**src/hdl/ptoc_pkg.sv**
```systemverilog
// shared types and constants for the periodic timer with overrun count
package ptoc_pkg;

  localparam int TIME_W     = 64;
  localparam int IN_DATA_W  = 3 * TIME_W;
  localparam int IN_USER_W  = 3;
  localparam int OUT_DATA_W = 200;
  localparam int STEP_W     = $clog2(TIME_W);

  typedef enum logic [1:0] {
    OP_TICK  = 2'd0,
    OP_ARM   = 2'd1,
    OP_READ  = 2'd2,
    OP_QUERY = 2'd3
  } op_t;

  typedef enum logic [2:0] {
    ST_IDLE,
    ST_EXEC,
    ST_CHECK,
    ST_DIV,
    ST_FIX_COUNT,
    ST_FIX_DEADLINE,
    ST_DONE
  } state_t;

  // controller to datapath
  typedef struct packed {
    logic load;
    logic exec;
    logic div_init;
    logic div_step;
    logic fix_count;
    logic fix_deadline;
    logic out_load;
  } cmd_t;

  // datapath to controller
  typedef struct packed {
    op_t  op;
    logic hit;
    logic periodic;
    logic late;
    logic div_last;
  } sts_t;

endpackage

```
**src/hdl/ptoc_ctrl.sv**
```systemverilog
// sequencer for the timer operations and the catch-up division
module ptoc_ctrl (
  input  logic            clk,
  input  logic            rst_n,
  input  logic            in_tvalid,
  output logic            in_tready,
  output logic            out_tvalid,
  input  logic            out_tready,
  input  ptoc_pkg::sts_t  sts,
  output ptoc_pkg::cmd_t  cmd
);
  import ptoc_pkg::*;

  state_t state_r, state_nxt;
  logic   out_valid_r, out_valid_nxt;
  logic   slot_free;

  assign in_tready  = (state_r == ST_IDLE);
  assign out_tvalid = out_valid_r;
  assign slot_free  = !out_valid_r || out_tready;

  always_ff @(posedge clk) begin
    if (!rst_n) begin
      state_r     <= ST_IDLE;
      out_valid_r <= 1'b0;
    end else begin
      state_r     <= state_nxt;
      out_valid_r <= out_valid_nxt;
    end
  end

  always_comb begin
    state_nxt = state_r;
    cmd       = '0;
    case (state_r)
      ST_IDLE: begin
        if (in_tvalid) begin
          cmd.load  = 1'b1;
          state_nxt = ST_EXEC;
        end
      end
      ST_EXEC: begin
        cmd.exec = 1'b1;
        if (sts.op == OP_TICK && sts.hit && sts.periodic) begin
          state_nxt = ST_CHECK;
        end else begin
          state_nxt = ST_DONE;
        end
      end
      ST_CHECK: begin
        // stepped deadline still not after now: skip the missed periods
        if (sts.late) begin
          cmd.div_init = 1'b1;
          state_nxt    = ST_DIV;
        end else begin
          state_nxt = ST_DONE;
        end
      end
      ST_DIV: begin
        cmd.div_step = 1'b1;
        if (sts.div_last) begin
          state_nxt = ST_FIX_COUNT;
        end
      end
      ST_FIX_COUNT: begin
        cmd.fix_count = 1'b1;
        state_nxt     = ST_FIX_DEADLINE;
      end
      ST_FIX_DEADLINE: begin
        cmd.fix_deadline = 1'b1;
        state_nxt        = ST_DONE;
      end
      ST_DONE: begin
        if (slot_free) begin
          cmd.out_load = 1'b1;
          state_nxt    = ST_IDLE;
        end
      end
      default: begin
        state_nxt = ST_IDLE;
      end
    endcase
  end

  always_comb begin
    out_valid_nxt = out_valid_r;
    if (cmd.out_load) begin
      out_valid_nxt = 1'b1;
    end else if (out_tready) begin
      out_valid_nxt = 1'b0;
    end
  end

`ifndef SYNTHESIS
  a_no_overwrite: assert property (@(posedge clk) disable iff (!rst_n)
    out_valid_r && !out_tready |-> !cmd.out_load)
    else $error("pending result overwritten");

  a_accept_exec: assert property (@(posedge clk) disable iff (!rst_n)
    in_tvalid && in_tready |=> state_r == ST_EXEC)
    else $error("accepted transaction not executed");

  a_div_full: assert property (@(posedge clk) disable iff (!rst_n)
    state_r == ST_DIV && !sts.div_last |=> state_r == ST_DIV)
    else $error("division left early");

  a_busy_no_accept: assert property (@(posedge clk) disable iff (!rst_n)
    state_r != ST_IDLE |-> !cmd.load)
    else $error("load while busy");
`endif

endmodule

```
**src/hdl/ptoc_dp.sv**
```systemverilog
// timer state, serial divider and result register
module ptoc_dp (
  input  logic                              clk,
  input  logic                              rst_n,
  input  logic [ptoc_pkg::IN_DATA_W-1:0]    in_tdata,
  input  logic [ptoc_pkg::IN_USER_W-1:0]    in_tuser,
  output logic [ptoc_pkg::OUT_DATA_W-1:0]   out_tdata,
  input  ptoc_pkg::cmd_t                    cmd,
  output ptoc_pkg::sts_t                    sts
);
  import ptoc_pkg::*;

  function automatic logic [TIME_W-1:0] sat_add(input logic [TIME_W-1:0] a,
                                                input logic [TIME_W-1:0] b);
    logic [TIME_W:0] s;
    s = {1'b0, a} + {1'b0, b};
    return s[TIME_W] ? {TIME_W{1'b1}} : s[TIME_W-1:0];
  endfunction

  // latched transaction
  op_t               op_r;
  logic              abs_r;
  logic [TIME_W-1:0] now_r, value_r, per_in_r;

  // timer state
  logic [TIME_W-1:0] deadline_r, period_r, cnt_r;

  // divider
  logic [TIME_W-1:0] quo_r, rem_r, base_r;
  logic [STEP_W-1:0] step_r;
  logic [TIME_W:0]   shifted, diff;

  // result
  logic              res_fired_r, res_status_r;
  logic [TIME_W-1:0] res_count_r, res_remaining_r, res_interval_r;
  logic [OUT_DATA_W-1:0] out_r;

  logic              hit;
  logic [TIME_W:0]   cnt_sum;

  assign hit     = (deadline_r != '0) && (deadline_r <= now_r);
  assign shifted = {rem_r, quo_r[TIME_W-1]};
  assign diff    = shifted - {1'b0, period_r};
  // count plus skipped periods plus one, carry in
  assign cnt_sum = {1'b0, cnt_r} + {1'b0, quo_r} + {{TIME_W{1'b0}}, 1'b1};

  assign sts.op       = op_r;
  assign sts.hit      = hit;
  assign sts.periodic = (period_r != '0);
  assign sts.late     = (deadline_r <= now_r);
  assign sts.div_last = (step_r == {STEP_W{1'b1}});

  assign out_tdata = out_r;

  // transaction and working registers, no reset
  always_ff @(posedge clk) begin
    if (cmd.load) begin
      now_r    <= in_tdata[TIME_W-1:0];
      value_r  <= in_tdata[2*TIME_W-1:TIME_W];
      per_in_r <= in_tdata[3*TIME_W-1:2*TIME_W];
      op_r     <= op_t'(in_tuser[1:0]);
      abs_r    <= in_tuser[2];
    end
    if (cmd.exec) begin
      res_fired_r     <= 1'b0;
      res_status_r    <= 1'b0;
      res_count_r     <= '0;
      res_remaining_r <= '0;
      res_interval_r  <= '0;
      case (op_r)
        OP_TICK: begin
          res_fired_r <= hit;
        end
        OP_READ: begin
          if (cnt_r != '0) begin
            res_count_r <= cnt_r;
          end else begin
            res_status_r <= 1'b1;
          end
        end
        OP_QUERY: begin
          if (deadline_r != '0 && deadline_r > now_r) begin
            res_remaining_r <= deadline_r - now_r;
          end
          res_interval_r <= period_r;
        end
        default: begin
        end
      endcase
    end
    if (cmd.div_init) begin
      quo_r  <= now_r - deadline_r;
      rem_r  <= '0;
      step_r <= '0;
    end
    if (cmd.div_step) begin
      // restoring division, one quotient bit per cycle
      if (!diff[TIME_W]) begin
        rem_r <= diff[TIME_W-1:0];
      end else begin
        rem_r <= shifted[TIME_W-1:0];
      end
      quo_r  <= {quo_r[TIME_W-2:0], !diff[TIME_W]};
      step_r <= step_r + {{(STEP_W-1){1'b0}}, 1'b1};
    end
    if (cmd.fix_count) begin
      base_r <= now_r - rem_r;
    end
    if (cmd.out_load) begin
      out_r <= {{(OUT_DATA_W - 3*TIME_W - 3){1'b0}}, (cnt_r != '0),
                res_interval_r, res_remaining_r, res_status_r,
                res_count_r, res_fired_r};
    end
  end

  // architectural timer state
  always_ff @(posedge clk) begin
    if (!rst_n) begin
      deadline_r <= '0;
      period_r   <= '0;
      cnt_r      <= '0;
    end else begin
      if (cmd.exec) begin
        case (op_r)
          OP_TICK: begin
            if (hit) begin
              cnt_r <= sat_add(cnt_r, {{(TIME_W-1){1'b0}}, 1'b1});
              if (period_r == '0) begin
                deadline_r <= '0;
              end else begin
                deadline_r <= sat_add(deadline_r, period_r);
              end
            end
          end
          OP_ARM: begin
            if (value_r == '0) begin
              deadline_r <= '0;
              period_r   <= '0;
            end else begin
              deadline_r <= abs_r ? value_r : sat_add(now_r, value_r);
              period_r   <= per_in_r;
            end
          end
          OP_READ: begin
            cnt_r <= '0;
          end
          default: begin
          end
        endcase
      end
      if (cmd.fix_count) begin
        cnt_r <= cnt_sum[TIME_W] ? {TIME_W{1'b1}} : cnt_sum[TIME_W-1:0];
      end
      if (cmd.fix_deadline) begin
        deadline_r <= sat_add(base_r, period_r);
      end
    end
  end

endmodule

```
**src/hdl/periodic_timer_overrun_count_top.sv**
```systemverilog
// top level of the periodic timer with overrun count
//
//  channel | direction | tdata                                                | tuser
//  in_     | slave     | now, arm value, period (64 b each)                   | op, absolute
//  out_    | master    | fired, count, status, time left, interval, readable | -
//
// arm, read, query, a tick that does not fire and a one-shot tick that fires go
// through the exec and done states; a firing periodic tick also passes the check
// state; one that missed periods runs the 64-step restoring divider that counts them.
// reset is synchronous and active low; it disarms the timer and clears the count.
// a stalled result is held in the output register while the next transaction
// is accepted; a finished one waits until that register is free.
module periodic_timer_overrun_count_top (
  input  logic                            clk,
  input  logic                            rst_n,
  input  logic                            in_tvalid,
  output logic                            in_tready,
  // now_ns[63:0], arm_value[127:64], period_ns[191:128]
  input  logic [ptoc_pkg::IN_DATA_W-1:0]  in_tdata,
  // operation[1:0], absolute[2]
  input  logic [ptoc_pkg::IN_USER_W-1:0]  in_tuser,
  output logic                            out_tvalid,
  input  logic                            out_tready,
  // fired[0], expiration_count[64:1], status[65], time_left[129:66],
  // interval_now[193:130], readable[194], zero fill [199:195]
  output logic [ptoc_pkg::OUT_DATA_W-1:0] out_tdata
);
  import ptoc_pkg::*;

  cmd_t cmd;
  sts_t sts;

  ptoc_ctrl u_ctrl (
    .clk        (clk),
    .rst_n      (rst_n),
    .in_tvalid  (in_tvalid),
    .in_tready  (in_tready),
    .out_tvalid (out_tvalid),
    .out_tready (out_tready),
    .sts        (sts),
    .cmd        (cmd)
  );

  ptoc_dp u_dp (
    .clk       (clk),
    .rst_n     (rst_n),
    .in_tdata  (in_tdata),
    .in_tuser  (in_tuser),
    .out_tdata (out_tdata),
    .cmd       (cmd),
    .sts       (sts)
  );

endmodule
```
**config.mk**
```make
export PLATFORM = sky130hd
export DESIGN_NAME = periodic_timer_overrun_count_top
export DESIGN_NICKNAME = d
export VERILOG_FILES = /design/src/hdl/ptoc_pkg.sv /design/src/hdl/ptoc_ctrl.sv /design/src/hdl/ptoc_dp.sv /design/src/hdl/periodic_timer_overrun_count_top.sv
export SDC_FILE = /design/constraint.sdc
export NUM_CORES = 2
export LEC_CHECK = 0
export BUFFER_PORTS_ARGS = -buffer_cell sky130_fd_sc_hd__buf_4
export CAP_MARGIN = 40
export CORE_UTILIZATION = 28
export DETAILED_ROUTE_END_ITERATION = 8
export PLACE_DENSITY_LB_ADDON = 0.3
export SETUP_SLACK_MARGIN = 0.05
export SLEW_MARGIN = 15
export SYNTH_ARGS = -nofsm -noshare
export SYNTH_HDL_FRONTEND = slang
export SYNTH_SLANG_ARGS = --single-unit
```
**constraint.sdc**
```tcl
create_clock -name clk -period 12.7 [get_ports clk]
set_clock_uncertainty 0.2 [all_clocks]
set_input_delay 2.54 -clock clk [delete_from_list [all_inputs] [get_ports clk]]
set_output_delay 2.54 -clock clk [all_outputs]
set_load 0.05 [all_outputs]
```
==> impl_results.md <==
- Effective utilization at floorplan: 28.24%
- Final setup fails: 0
- PD cells: 166.0 mW/mm^2
- Initial antenna violation count: 12
- Via count: 58320
- Synth-to-Final Area Change: 15.33%
- Leakage: 30.34 nW
- TritonCTS Buffers: 113
- Resized Gates After CTS: 0
- Filler cell count: 24710
- CTS tree: yes
- Num rows: 179
- Largest family of logic cells by synthesized area: compound AO/OA/AOI/OAI gates
- Final Hold Fails: 0
- I/O pin count: 401
- Synth warn: 0
- Placed Cells: 10620
- Die X: 492.5 um
- Crit path top cell by count: buf_4
- Least-Margin Pin Slew: 903.4 ps
- CTS Sinks: 978
- Max VDD drop: 0.1117 mV
- Slew Limit Fails: 0
- Post-DP HPWL: 204.9 mm
- Setup TNS Final: 0 ps
- Core Area: 0.2385 mm^2
- Via density: 5.379
- Compound-Gate Fraction of Synth Area: 22.85%
- Post-Syn Instances: 7333
- Root Driver: clkbuf_16
- Vias in the first global route: 55680
- Async S/R FF share, synth: 0%
- Crit-path slowest cell: ha_1
- Slew HR: 39.36%
- Die Ht: 492.5 um
- RSZ-0062 raised after global routing: no
- Main synth FF type: edfxtp_1
- Worst Path Arrival: 6170 ps
- First-pass GRT wire length: 370.6 mm
- Post-synthesis simple-gate area fraction: 15.31%
- Tot GR Track Use: 20.44%
- Delay of the slowest critical-path stage: 750 ps
- Setup CP Type: register to register
- Crit path required time: 13230 ps
- Mux cell area share after synthesis: 1.033%
- Crit start category: register
- Clk buf depth: 3
- Maxcap violations: 0
- Yosys reg bits: 978
- Die area: 0.2425 mm^2
- H-tree depth: 3
- Total gr overflow: 0
- ANT nets after route: 0
- Post-CTS Hold Buffers: 0
- CP Cell Sequence: ha_1, nand4_1, nor3_1, nand3_1, nor4_1, mux2_2, a31oi_2, o21ai_1, a21o_1, buf_4, nor2_2, buf_4, nand2_1, a41oi_1
- Met2 track demand over resource: 31.48%
- Sequential area share after synthesis: 40.69%
- Status: finished, final reports clean
- Yosys cell types: 110
- Share of layout cells above drive strength 1: 9.974%
- Syn_area_per_cell: 9.185 um^2
- Met1 Use GR: 29.31%
- Placer Congestion: 0.9226
- Crit. End Element: register
- Worst-skew pair later-pin latency: 810 ps
- Clk slew on worst S/H paths: 60 ps
- Pre-CTS setup slack: 7129 ps
- Setup Fix Bufs, Post-CTS: 0
- 1st-iter DRT viols: 5734
- Met3 Usage GRT: 2.112%
- Finished Layout Cells: 10840
- Routed WL: 256.9 mm
- Crit share post-route: 44.46%
- PortBufs: 395
- Synth Area in Adders: 9.767%
- Post-layout util: 32.57%
- Avg WL per Cell: 23.69 um
- Global route hottest layer: met2
- Post-Syn Area: 0.06735 mm^2
- Post-synth EDFFs: 782
- Post-Synth XOR/XNOR Area: 5.969%
- Final net count: 8295
- Fmax achieved: 177.1 MHz
- Drt drc: 0
- Final worst slack: 7054 ps
- Worst Path Max Fanout: 29
- 1st-pass router iterations: 6
- Largest net degree at the start of global routing: 128
- Min-delay worst type: register to register
- Crit path time final: 5646 ps
## cell families (layout without fill, tap and decap cells)
kind of cell               Yosys count  count (layout)
buffers and inverters              752            1085
and+or+nand+nor                   2143            2143
adders and majority gates          521             521
DFF                                978             978
xor gates and xnor gates           459             459
AOI/OAI and AO/OA                 2410            2410
muxes                               69              69
other                                1              10
## where the power goes
part	switching [W]	internal (W)
Clock	0.00144	0.00202
Sequential	0.000535	0.00407
Combinational	0.00310	0.00174
Total	0.00508	0.00782
## Yosys cell counts (all sizes together) (73+ instances only)
| library cell | n | share of area (%) |
|---|---|---|
| a21oi | 771 | 5.7 |
| dfxtp | 196 | 5.8 |
| o21ai | 533 | 4.0 |
| nand3 | 225 | 1.7 |
| nor3 | 134 | 1.0 |
| xor2 | 181 | 2.4 |
| a31oi | 94 | 0.91 |
| xnor2 | 278 | 3.6 |
| nand2b | 84 | 0.78 |
| nor2b | 73 | 0.68 |
| ha | 513 | 9.5 |
| inv | 398 | 2.2 |
| nand2 | 551 | 3.1 |
| o221ai | 78 | 1.0 |
| and2 | 92 | 0.85 |
| buf | 73 | 0.58 |
| nor4 | 85 | 0.81 |
| clkbuf | 281 | 1.6 |
| nand4 | 134 | 1.2 |
| o21bai | 98 | 1.1 |
| edfxtp | 782 | 35 |
| nor2 | 583 | 3.3 |
| a21o | 330 | 3.7 |
## worst max-delay path: cells and delay by family, from the launching register on
family | cells | cell delay [ps]
AND/OR/NAND/NOR | 6 | 1540
buffers and inverters | 2 | 700
flip-flops | 1 | 590
multiplexers | 1 | 410
AO/OA/AOI/OAI | 4 | 1350
adder cells (fa/ha/maj) | 1 | 750
## sequential cells by signal (all words and copies together) (netlist names), 64 cells and up
register              count
u_dp.cnt_r               64
u_dp.now_r               64
u_dp.base_r              64
u_dp.quo_r               64
u_dp.deadline_r          64
u_dp.value_r             64
u_dp.rem_r               64
u_dp.res_remaining_r     64
u_dp.per_in_r            64
u_dp.res_interval_r      64
u_dp.period_r            64
u_dp.res_count_r         64
u_dp.out_tdata          195
## layout by cell type, fill, tap and decap left out, types with 21 or more instances in the layout
cell type	count
edfxtp_1	782
a21oi_1	767
nor2_1	577
nand2_1	547
ha_1	513
o21ai_0	507
buf_4	452
inv_1	394
a21o_1	330
xnor2_1	278
nand3_1	220
dfxtp_1	196
xor2_1	181
nand4_1	134
nor3_1	132
clkbuf_16	114
o21bai_1	98
a31oi_1	91
and2_1	90
nand2b_1	84
nor4_1	81
o221ai_1	78
nor2b_1	72
mux2i_1	65
o21a_1	64
and3_1	63
a211oi_1	55
o211ai_1	43
o31ai_1	31
or3_1	28
a221oi_1	27
a21boi_0	27
o21ai_1	24
a32o_1	22
clkinv_2	21
a32oi_1	21
## final timing paths
check | start | endpoint | slack (ps) | cells past startpoint
max | u_dp.now_r[57]$_DFFE_PP_ | u_dp.deadline_r[62]$_SDFFE_PN0P_ | 7050 | 14
min | u_dp.res_remaining_r[60]$_SDFFCE_PN0P_ | u_dp.out_tdata[126]$_DFFE_PP_ | 220 | 0
max reg2reg | u_dp.now_r[57]$_DFFE_PP_ | u_dp.deadline_r[62]$_SDFFE_PN0P_ | 7050 | 14
min reg2reg | u_dp.res_remaining_r[60]$_SDFFCE_PN0P_ | u_dp.out_tdata[126]$_DFFE_PP_ | 220 | 0
## final cells by class
| class | count | area (um^2) | area share [%] |
|---|---|---|---|
| Clock inverter | 73 | 887.1 | 1.142 |
| Clock buffer | 137 | 2999 | 3.861 |
| Sequential cell | 978 | 27410 | 35.28 |
| Tap cell | 3167 | 3963 | 5.101 |
| Antenna cell | 5 | 12.51 | 0.01611 |
| Inverter | 398 | 1505 | 1.938 |
| Multi-Input combinational cell | 5607 | 37140 | 47.81 |
| Timing Repair Buffer | 477 | 3767 | 4.850 |
## per-stage QoR
stage	cell area (um^2)	power, W	hold slack, ps
global placement	73440	0.009369	203.7
global route	77670	0.01355	219.7
CTS	77550	0.01290	216.2
finish	77680	0.01290	215.5
detailed placement	73660	0.009394	204.5
floorplan	67370	0.007810	200.3
## per-layer routing
| layer | vias to the layer above | part of all wire [%] | routed length, um |
|---|---|---|---|
| li1 | 27710 | - | - |
| met1 | 28120 | 47 | 120900 |
| met2 | 2158 | 43 | 111200 |
| met3 | 332 | 5.7 | 14670 |
| met4 | 4 | 3.9 | 10010 |
| met5 | - | 0.0090 | 23 |
No activity file was read; power rests on OpenSTA's default activity.
